**config.mk**
```make
export PLATFORM = sky130hd
export DESIGN_NAME = spaatd_cell
export DESIGN_NICKNAME = d
export VERILOG_FILES = /design/src/rtl/spaatd_cell.sv
export SDC_FILE = /design/constraint.sdc
export NUM_CORES = 1
export LEC_CHECK = 0
export ABC_AREA = 1
export BUFFER_PORTS_ARGS = -buffer_cell sky130_fd_sc_hd__buf_4
export CELL_PAD_IN_SITES_DETAIL_PLACEMENT = 1
export CELL_PAD_IN_SITES_GLOBAL_PLACEMENT = 1
export CORE_UTILIZATION = 26
export CTS_CLUSTER_SIZE = 20
export DETAILED_ROUTE_END_ITERATION = 8
export PLACE_DENSITY_LB_ADDON = 0.08
export SLEW_MARGIN = 20
export SYNTH_ARGS = -nofsm -noshare
export SYNTH_HDL_FRONTEND = slang
export SYNTH_SLANG_ARGS = --single-unit
```
**constraint.sdc**
```tcl
create_clock -name i_clk -period 0.8 [get_ports i_clk]
set_clock_uncertainty 0.15 [all_clocks]
set_input_delay 0 -clock i_clk [delete_from_list [all_inputs] [get_ports i_clk]]
set_output_delay 0 -clock i_clk [all_outputs]
set_load 0.01 [all_outputs]
```
**src/rtl/spaatd_cell.sv**
```systemverilog
// One accumulator cell of the rotating temporary-vector chain.
module spaatd_cell (
    input  logic               i_clk,
    input  logic               i_rst_n,
    input  logic               i_clear,
    input  logic               i_shift,
    input  logic signed [47:0] i_din,
    output logic signed [47:0] o_q
);

    logic signed [47:0] r_val;

    always_ff @(posedge i_clk) begin
        if (!i_rst_n || i_clear) begin
            r_val <= '0;
        end else if (i_shift) begin
            r_val <= i_din;
        end
    end

    assign o_q = r_val;

endmodule

```
=== Word level (Yosys, flattened, before mapping) ===
Index checks and enable logic that the tools add are counted.

* Add/subtract/negate cells: 0
* Shift operators: 0
* $mul: 0
* Div/mod/pow operators: 0
* Equality and inequality tests: 0
* Magnitude comparators: 0
* Bitwise operators: 0
* Reductions and logical operators: 2
* Mux-type cells: 0

{| class="wikitable"
|+ Operators with widths
! cell !! count
|-
| 1-bit logical NOT || 1
|-
| 1-bit logical OR || 1
|}

* Output and inout bits: 48
* Register bits after elaboration: 48
* Bits in latches: 0
* Bits in read-only memories: 0
* RAM bits: 0
* Memories kept: 0
* Input bits: 52

=== Logic depth before layout (Yosys ltp) ===
* Depth after elaboration: 2
* Depth in mapped cells: 5

=== Worst setup path after synthesis ===
Ideal clock, no wire load.

* Path type: input to register
* From: input port i_clear
* To: register r_val[24], in the netlist o_q[24]
* Path slack: 0.035 ns
* Setup time: 0.120 ns
* Path buffers: 2
* Data arrival time: 0.496 ns
* Stages on the path: 5
* Cells stage by stage: inv_1 nand2_1 buf_2 buf_2 a21oi_1

* Cells in the longest elaborated chain, start to end: 1

{| class="wikitable"
|+ Ends and longest elaborated chain
! item !! line !! RTL
|-
| start, declared || 5 || <nowiki>input logic i_clear,</nowiki>
|-
| 1-bit logical OR || 14 || <nowiki>if (!i_rst_n || i_clear) begin</nowiki>
|-
| end signal, assigned || 17 || <nowiki>r_val <= i_din;</nowiki>
|-
| end, declared || 11 || <nowiki>logic signed [47:0] r_val;</nowiki>
|}

Every way passes these cells.
A chain may end at the register's enable or synchronous reset.

=== Worst setup path in the final report ===
* From: register r_val[33], in the netlist o_q[33]
* To: output port o_q[33]

{| class="wikitable"
|+ RTL lines
! item !! line !! RTL
|-
| end, declared || 8 || <nowiki>output logic signed [47:0] o_q</nowiki>
|}

No word-level cell between the ends.

==> metrics.txt <==
Detail Placement HPWL=3370 um; Startpoint Class=register; Starting Density=27.5%; Relative slew margins=85.3%; number of nets in the layout=410; CP Capture Type=primary output; status=finished with violations; Synthesis Warnings=0; CTS Buffer Depth=2; max-slew violation total from the final report=0; gp weighted congestion=0.679; area of the mapped netlist=0.00167 mm2; core area=0.00606 mm2; flops & latches, synth=48; final wirelength=6080 um; cell taking the most area after synthesis=dfxtp_1; Seq/Total Area, Yosys=57.6%; FF-to-FF End=o_q[6]; Synth Area in Simple Gates=21.8%; syn_area_per_cell=7.94 um2; Crit path required time=0.65 ns; H-tree levels=2; Hold WC Path Type=in2reg; TritonCTS clock tree=yes; Post-Place Cell Area=0.00250 mm2; DR WL/cell=14.0 um; hold path startpoint=i_shift; Max-Cap Viols=0; commonest non-fill, non-tap cells in the layout=92 x nand2_1, 56 x buf_4, 48 x dfxtp_2, 48 x buf_6, 47 x dlygate4sd3_1; final clock period utilization by the worst path=113%; Yosys top cell area share=57.6%; RSZ-0062 raised after global routing=yes; DR iter-0 viols=29; final setup margin=-0.104 ns; Finished Cell Area=0.00339 mm2; global-route wire length before repair=8890 um; via count=1,922; number of flip-flops in the largest register=48; Worst Setup Path Type=reg2out; die area=0.00674 mm2; post-synthesis mux area share=0%; failing checks=negative setup slack; CP Data Arrival Time=0.75 ns; FF-to-FF path depth=3; CTS Buf Count=5; commonest non-fill, non-tap cell in the layout=nand2_1; critical path's largest stage delay=0.36 ns; largest net degree at the start of global routing=49; Diodes inserted=0; reg-to-reg critical path startpoint=o_q[6]; routed vias/inst=4.43; num ports=100; # setup viols final=52; final count of hold timing violations=0; synth unique cells=9; Port-buffer cells=99; DRC=0; die span in x=82.1 um; Cell Pwr Density=1440 mW/mm2; worst-margin pin slew=0.221 ns; layout cells sized above 1=49.9%; Syn Inst Count=210; Hold Path Stages=5; initial antenna violation count=0; adder-cell area share of the yosys netlist=0%; minimum clock period after layout=0.904 ns; Pre-antenna DRT Iters=4; maximum vdd drop=974 uV; CP Max Fanout=2; delay-heaviest family, CP=flip-flops; Synth Area in XOR/XNOR=0%; CTS Root Cell=clkbuf_8; Setup crit start=o_q[33]; Overflow after GRT=0; f_max=1110 MHz; WHS Endpoint=o_q[18]; Mapped Nets=262; total track usage=17.6%; top area cells in the synthesized netlist=dfxtp_1 58%, nand2_1 22%, a21oi_1 14%, buf_2 2.1%, buf_4 1.8%; post-placement setup slack=-0.0329 ns; worst skew pair latency=0.29 ns; Reg2Reg Setup Slack=-0.05 ns; leakage=1.47 nW; std cell rows=28; Area Growth Syn to Fin=104%; Synth Area in Compound Gates=14.4%; clk sinks=48; vias in the first global route=1,903; largest family of logic cells by synthesized area=simple AND/OR/NAND/NOR gates; Finished Layout Cells=434; WP buf/inv=1; crit-path cells=buf_6; Post-DRT Antenna Nets=0; Die H=82.1 um; final core utilization=56.0%; Reg clk slew, reported paths=0.08 ns; CP max-delay cell=dfxtp_2; dpl cells=374
cells in the mapped netlist:
cell type / number
buf_2: 7
dfxtp_1: 48
buf_4: 4
nand2_1: 97
a21oi_1: 48
inv_2: 1
clkbuf_1: 2
inv_1: 1
buf_6: 2
repair_timing:
action	in CTS	in global routing
setup buffers	0	4
endpoints found under the hold margin	48	0
gates resized for setup	96	17
hold buffers	48	0
gates cloned	0	0
pin swaps	0	5
endpoints found under the setup margin	48	60
worst max-delay path by stage:
stage                    to  cells past startpoint
floorplan           o_q[24]                      5
global placement    o_q[35]                      4
detailed placement  o_q[43]                      5
CTS                 o_q[14]                      1
global route        o_q[20]                      1
finish              o_q[33]                      1
report_power, final:
| part | internal, mW | switching, mW | total, mW |
|---|---|---|---|
| clock network | 0.706 | 0.753 | 1.46 |
| registers | 2.48 | 0.0546 | 2.53 |
| logic | 0.555 | 0.351 | 0.905 |
cell type report:
cell class | count | area [um2]
Clock buffer | 8 | 90.1
Multi-Input combinational cell | 145 | 658
Sequential cell | 48 | 1020
Tap cell | 75 | 93.8
Inverter | 2 | 7.51
Timing Repair Buffer | 156 | 1520
Fill cell | 686 | 2670
stage by stage:
stage          total power [mW]  TNS [ns]  hold slack [ns]
2_1_floorplan              2.81         0         -0.00955
3_3_place_gp               3.19   -0.0975            0.116
3_5_place_dp               3.19    -0.358            0.122
4_1_cts                    4.94     -4.80          0.00423
5_1_grt                    5.14     -5.95           0.0210
6_report                   4.90     -4.19           0.0156
cell families (layout without fill, tap and decap cells):
logic type / count (synthesis) / count (layout)
simple gates: 97 / 97
compound gates: 48 / 48
flops: 48 / 48
buf+inv: 17 / 166
routing by layer:
| layer | vias up | GRT usage [%] | share of wire [%] |
|---|---|---|---|
| li1 | 961 | - | - |
| met1 | 896 | 18.4 | 39 |
| met2 | 58 | 33.6 | 55 |
| met3 | 7 | 4.73 | 5.4 |
| met4 | 0 | 5.79 | 0.97 |
| met5 | - | 0 | 0 |
(Power assumes the default switching activity.)
