**config.mk**
```make
export PLATFORM = sky130hd
export DESIGN_NAME = spaatd_mac
export DESIGN_NICKNAME = d
export VERILOG_FILES = /design/src/rtl/spaatd_mac.sv
export SDC_FILE = /design/constraint.sdc
export NUM_CORES = 2
export LEC_CHECK = 0
export CAP_MARGIN = 40
export CELL_PAD_IN_SITES_DETAIL_PLACEMENT = 1
export CELL_PAD_IN_SITES_GLOBAL_PLACEMENT = 1
export CORE_ASPECT_RATIO = 1.1
export CORE_MARGIN = 5
export CORE_UTILIZATION = 48
export DETAILED_ROUTE_END_ITERATION = 8
export DONT_BUFFER_PORTS = 1
export GPL_ROUTABILITY_DRIVEN = 0
export GPL_TIMING_DRIVEN = 0
export PLACE_DENSITY = 0.88
export SLEW_MARGIN = 30
export SYNTH_ARGS = -nofsm -noshare
export SYNTH_HDL_FRONTEND = slang
export SYNTH_SLANG_ARGS = --single-unit
```
**constraint.sdc**
```tcl
create_clock -name i_clk -period 8 [get_ports i_clk]
set_input_delay 2.4 -clock i_clk [delete_from_list [all_inputs] [get_ports i_clk]]
set_output_delay 2.4 -clock i_clk [all_outputs]
set_load 0.01 [all_outputs]
```
**src/rtl/spaatd_mac.sv**
```systemverilog
// Three-stage Q16.16 multiplier, rounding half away from zero.
module spaatd_mac (
    input  logic               i_clk,
    input  logic signed [47:0] i_a,
    input  logic signed [31:0] i_b,
    output logic signed [63:0] o_p
);

    logic        r_neg1, r_neg2;
    logic [47:0] r_ma;
    logic [31:0] r_mb;
    logic [63:0] r_hi;
    logic [47:0] r_lo;
    logic signed [63:0] r_p;
    logic [63:0] sum;

    assign sum = r_hi + 64'((r_lo + 48'h8000) >> 16);

    always_ff @(posedge i_clk) begin
        r_neg1 <= i_a[47] ^ i_b[31];
        r_ma   <= i_a[47] ? 48'(-i_a) : 48'(i_a);
        r_mb   <= i_b[31] ? 32'(-i_b) : 32'(i_b);
        r_neg2 <= r_neg1;
        r_hi   <= 64'(r_ma[47:16]) * 64'(r_mb);
        r_lo   <= 48'(r_ma[15:0]) * 48'(r_mb);
        r_p    <= r_neg2 ? -$signed(sum) : $signed(sum);
    end

    assign o_p = r_p;

endmodule

```
==> results of run 1 <==
==> metal layers <==
layer	GRT overflow	global-route usage
met2	74	0.840
met3	3	0.651
met4	52	0.723
met1	10	0.647
met5	1	0.520
==> cells by family after synthesis <==
logic type,count (synthesis)
simple gates,2154
fa+ha+maj,1731
buf+inv,1620
compound gates,520
xor+xnor,308
flops,243
mux,5
==> timing repair <==
item                                    4_1_cts
buffers inserted                             61
endpoints found under the setup margin       64
pin swaps                                    80
gates resized for setup                     614
==> metrics by stage <==
stage                      util  setup slack [ns]  cells  setup TNS [ns]  hold WS [ns]
after floorplan               -             0.336   6581               0         0.310
after global placement    0.500             -2.26   8225          -67.64         0.335
after detailed placement  0.506             -2.13   8296          -57.80         0.332
after CTS                 0.534           -0.0108   8404         -0.0108         0.349
==> cell usage after synthesis, types with 31 or more instances <==
master,number,area share
a21o_1,74,0.0094
a21oi_1,127,0.011
and2_1,742,0.078
and3_1,31,0.0033
clkbuf_1,338,0.021
dfxtp_1,243,0.082
fa_1,1314,0.44
ha_1,417,0.088
inv_1,1259,0.080
nand2_1,976,0.062
nand3_1,59,0.0050
nand4_1,39,0.0041
nor2_1,120,0.0076
nor3_1,44,0.0037
o21ai_0,125,0.011
o31ai_1,36,0.0046
xnor2_1,224,0.033
xor2_1,84,0.012
==> impl_metrics.env, run 1 <==
export IMPL_outcome="aborted with a tool error"
export IMPL_stop_stage="5_1_grt"
export IMPL_error_line="[ERROR GRT-0232] Routing congestion too high. Check the congestion heatmap in the GUI."
export IMPL_clk_path_buf_depth=3
export IMPL_cts_buffers=29
export IMPL_synthAdderAreaFrac=0.531
export IMPL_die_w_um=345
export IMPL_io_buffer_count=0
export IMPL_avgSynthCellArea_um2=9.02
export IMPL_yosysSeqAreaShare=0.0819
export IMPL_synthArstFlopShare=0
export IMPL_dpl_cell_area_um2=62200
export IMPL_synth_edf_count=0
export IMPL_root_buffer="clkbuf_16"
export IMPL_synth_area_um2=59400
export IMPL_synth_simple_gate_area_share=0.181
export IMPL_dp_hpwl_mm=222
export IMPL_rows=135
export IMPL_grt_ovfl_total=140
export IMPL_ys_types=86
export IMPL_track_usage=0.710
export IMPL_htreeDepth=1
export IMPL_clock_sinks=243
export IMPL_ys_warn_count=0
export IMPL_start_util=0.483
export IMPL_crit_endpoint="r_hi[62]$_DFF_P_/D"
export IMPL_synth_ff_type="dfxtp_1"
export IMPL_postSynthCellCount=6581
export IMPL_synth_top_family_by_area="adder cells"
export IMPL_synth_xor_area_frac=0.0454
export IMPL_antenna_found_initial=143
export IMPL_cts_hold_buffers=0
export IMPL_chipHeight_um=379
export IMPL_synth_area_mux_share=0.000843
export IMPL_grt_max_degree=16
export IMPL_io_pins=145
export IMPL_synth_fp_nets=8393
export IMPL_synth_seq_cells=243
export IMPL_worstEndpointType="register input"
export IMPL_synth_compound_area_frac=0.0567
==> run 2, diff against run 1 <==
==> config.mk (replaced) <==
export PLATFORM = sky130hd
export DESIGN_NAME = spaatd_mac
export DESIGN_NICKNAME = d
export VERILOG_FILES = /design/src/rtl/spaatd_mac.sv
export SDC_FILE = /design/constraint.sdc
export NUM_CORES = 2
export LEC_CHECK = 0
export CAP_MARGIN = 40
export CORE_MARGIN = 5
export CORE_UTILIZATION = 40
export DETAILED_ROUTE_END_ITERATION = 8
export DONT_BUFFER_PORTS = 1
export GPL_ROUTABILITY_DRIVEN = 0
export GPL_TIMING_DRIVEN = 0
export PLACE_DENSITY_LB_ADDON = 0.15
export SLEW_MARGIN = 30
export SYNTH_ARGS = -nofsm -noshare
export SYNTH_HDL_FRONTEND = slang
export SYNTH_SLANG_ARGS = --single-unit
==> constraint.sdc (replaced) <==
create_clock -name i_clk -period 10.4 [get_ports i_clk]
set_input_delay 3.12 -clock i_clk [delete_from_list [all_inputs] [get_ports i_clk]]
set_output_delay 3.12 -clock i_clk [all_outputs]
set_load 0.01 [all_outputs]
==> impl_metrics.env, run 2 <==
export IMPL_cts_buffers=31
export IMPL_fin_nets=8511
export IMPL_totalWireLength_mm=229
export IMPL_regArea_um2=4860
export IMPL_ys_warn_count=0
export IMPL_synth_area_leaders="fa_1 44%, ha_1 8.8%, dfxtp_1 8.2%"
export IMPL_worstPathRequired_ns=10.96
export IMPL_yosysTopAreaCell="fa_1"
export IMPL_track_usage=0.293
export IMPL_yosysSeqAreaShare=0.0819
export IMPL_setup_viol=0
export IMPL_outcome="finished, final reports clean"
export IMPL_drtAntennaViolNets=0
export IMPL_worst_slew_pin_slew_ns=1.03
export IMPL_synth_ff_type="dfxtp_1"
export IMPL_finClkSkew_ns=0.0615
export IMPL_crit_start="r_mb[9]"
export IMPL_start_util=0.402
export IMPL_final_core_util=0.433
export IMPL_final_common_cell="fa_1"
export IMPL_io_buffer_count=0
export IMPL_critPathBufInv=8
export IMPL_nFillCells=14700
export IMPL_holdWs_ns=0.327
export IMPL_synth_seq_cells=243
export IMPL_report_final_slew_viol_count=0
export IMPL_synth_fp_nets=8393
export IMPL_avgSynthCellArea_um2=9.02
export IMPL_dpl_cell_area_um2=62700
export IMPL_netlist_area_leader_share=0.443
export IMPL_post_cts_resized=0
export IMPL_vias=46300
export IMPL_htreeDepth=1
export IMPL_cpPeakStageDelay_ns=0.68
export IMPL_cts_hold_buffers=0
export IMPL_relSlewSlack=0.313
export IMPL_synth_xor_area_frac=0.0454
export IMPL_multi_input_area_um2=48400
export IMPL_die_area_um2=156000
export IMPL_critPathSlowestCell="clkbuf_1"
export IMPL_final_layout_size_suffix_gt1_frac=0.0394
export IMPL_critPathMostFrequentCell="fa_1"
export IMPL_worstSetupPathType="register to register"
export IMPL_holdCritStartpoint="r_neg1"
export IMPL_rows=141
export IMPL_ys_types=86
export IMPL_dp_hpwl_mm=195
export IMPL_worst_path_stages=30
export IMPL_root_buffer="clkbuf_16"
export IMPL_io_pins=145
export IMPL_drc=0
export IMPL_antenna_found_initial=32
export IMPL_synthArstFlopShare=0
export IMPL_drtIter0Drc=4161
export IMPL_final_hold_viol_count=0
export IMPL_fmax_mhz=102
export IMPL_synth_simple_gate_area_share=0.181
export IMPL_critPathArrivalTime_ns=10.34
export IMPL_pre_cts_slack_ns=0.561
export IMPL_synth_edf_count=0
export IMPL_synthAdderAreaFrac=0.531
export IMPL_fin_crit_sh=0.940
export IMPL_routedWlPerCell_um=26.5
export IMPL_final_cell_mix="1314 x fa_1, 1259 x inv_1, 976 x nand2_1, 742 x and2_1, 417 x ha_1"
export IMPL_setup_slack_ns=0.621
export IMPL_rsz0062_at_grt="false"
export IMPL_grt_pass1_vias=48100
export IMPL_rr_endpoint="r_hi[51]"
export IMPL_synth_top_cells_by_count="1314 x fa_1, 1259 x inv_1, 976 x nand2_1, 742 x and2_1, 417 x ha_1"
export IMPL_die_w_um=395
export IMPL_crit_end="r_hi[51]"
export IMPL_grt_max_degree=17
export IMPL_synthToLayoutAreaGrowth_pct=7.77
export IMPL_start_kind="register"
export IMPL_endpoint_kind="register"
export IMPL_cap_violations=0
export IMPL_reg2reg_from="r_mb[9]"
export IMPL_crit_path_max_fanout=10
export IMPL_vias_per_cell=5.34
export IMPL_synth_top_family_by_area="adder cells"
export IMPL_clock_sinks=243
export IMPL_hp_class="register to register"
export IMPL_synth_area_um2=59400
export IMPL_whs_path_depth=0
export IMPL_first_pass_iters=6
export IMPL_clk_path_buf_depth=3
export IMPL_chipHeight_um=395
export IMPL_grt_ovfl_total=0
export IMPL_r2r_slack_ns=0.62
export IMPL_clk_latency_ns=0.69
export IMPL_cpLargestDelayFamily="adder cells"
export IMPL_synth_compound_area_frac=0.0567
export IMPL_grt_pass1_wl_mm=333
export IMPL_path_clk_slew_ns=0.06
export IMPL_cts_setup_buffers=0
export IMPL_core_area_um2=148000
export IMPL_synth_area_mux_share=0.000843
export IMPL_worst_r2r_cell_count=30
export IMPL_postSynthCellCount=6581
export IMPL_finalInstanceArea_um2=64000
export IMPL_synth_most_common_cell="fa_1"
export IMPL_period_needed_ns=9.78
export IMPL_cts_tree="yes"
-- run 2: cell counts after synthesis --
No cell type changed its count.
-- run 2: worst reg2reg max path, delay by kind of cell (launching register included) --
kind | cells | cell delay [ns]
and+or+nand+nor | 3 | 0.72
AOI/OAI and AO/OA | 9 | 2.55
DFF | 1 | 0.36
xor gates and xnor gates | 1 | 0.14
buffers and inverters | 8 | 1.74
adders and majority gates | 9 | 4.15
-- run 2: cell families after synthesis --
logic type | Yosys count
DFF | 243
muxes | 5
adders and majority gates | 1731
buffers and inverters | 1620
AOI/OAI and AO/OA | 520
and+or+nand+nor | 2154
xor gates and xnor gates | 308
-- run 2: how the worst min path moves through the flow --
stage | endpoint | slack, ns
floorplan | r_neg2 | 0.31
global placement | r_neg2 | 0.31
detailed placement | r_neg2 | 0.31
CTS | r_neg2 | 0.33
global route | r_neg2 | 0.33
finish | r_neg2 | 0.33
-- run 2: area by class of cell --
type | instances | share of cell area
Timing Repair Buffer | 85 | 0.0147
Multi-Input combinational cell | 4718 | 0.757
Clock buffer | 37 | 0.0133
Inverter | 1260 | 0.0739
Buffer | 360 | 0.0228
Antenna cell | 12 | 0.000469
Sequential cell | 243 | 0.0760
Tap cell | 1930 | 0.0377
Clock inverter | 20 | 0.00432
-- run 2: through the flow --
stage / setup TNS, ns / instances
global route: 0 / 8656
global placement: -0.376 / 8511
floorplan: 0 / 6581
detailed placement: 0 / 8583
finish: 0 / 8665
CTS: 0 / 8640
-- run 2: per-layer routing --
metal | GRT usage | part of all wire | vias to the layer above | routed length [um]
li1 | - | - | 20000 | -
met4 | 0.130 | 0.057 | 12 | 13100
met1 | 0.402 | 0.41 | 23400 | 94300
met3 | 0.0868 | 0.12 | 489 | 27100
met5 | 0 | 0.00040 | - | 92
met2 | 0.428 | 0.41 | 2334 | 94800
Power of run 2 is left out: the tool's default activity adds up to more than one toggle a clock period on the data nets, which glitch-free logic cannot reach.
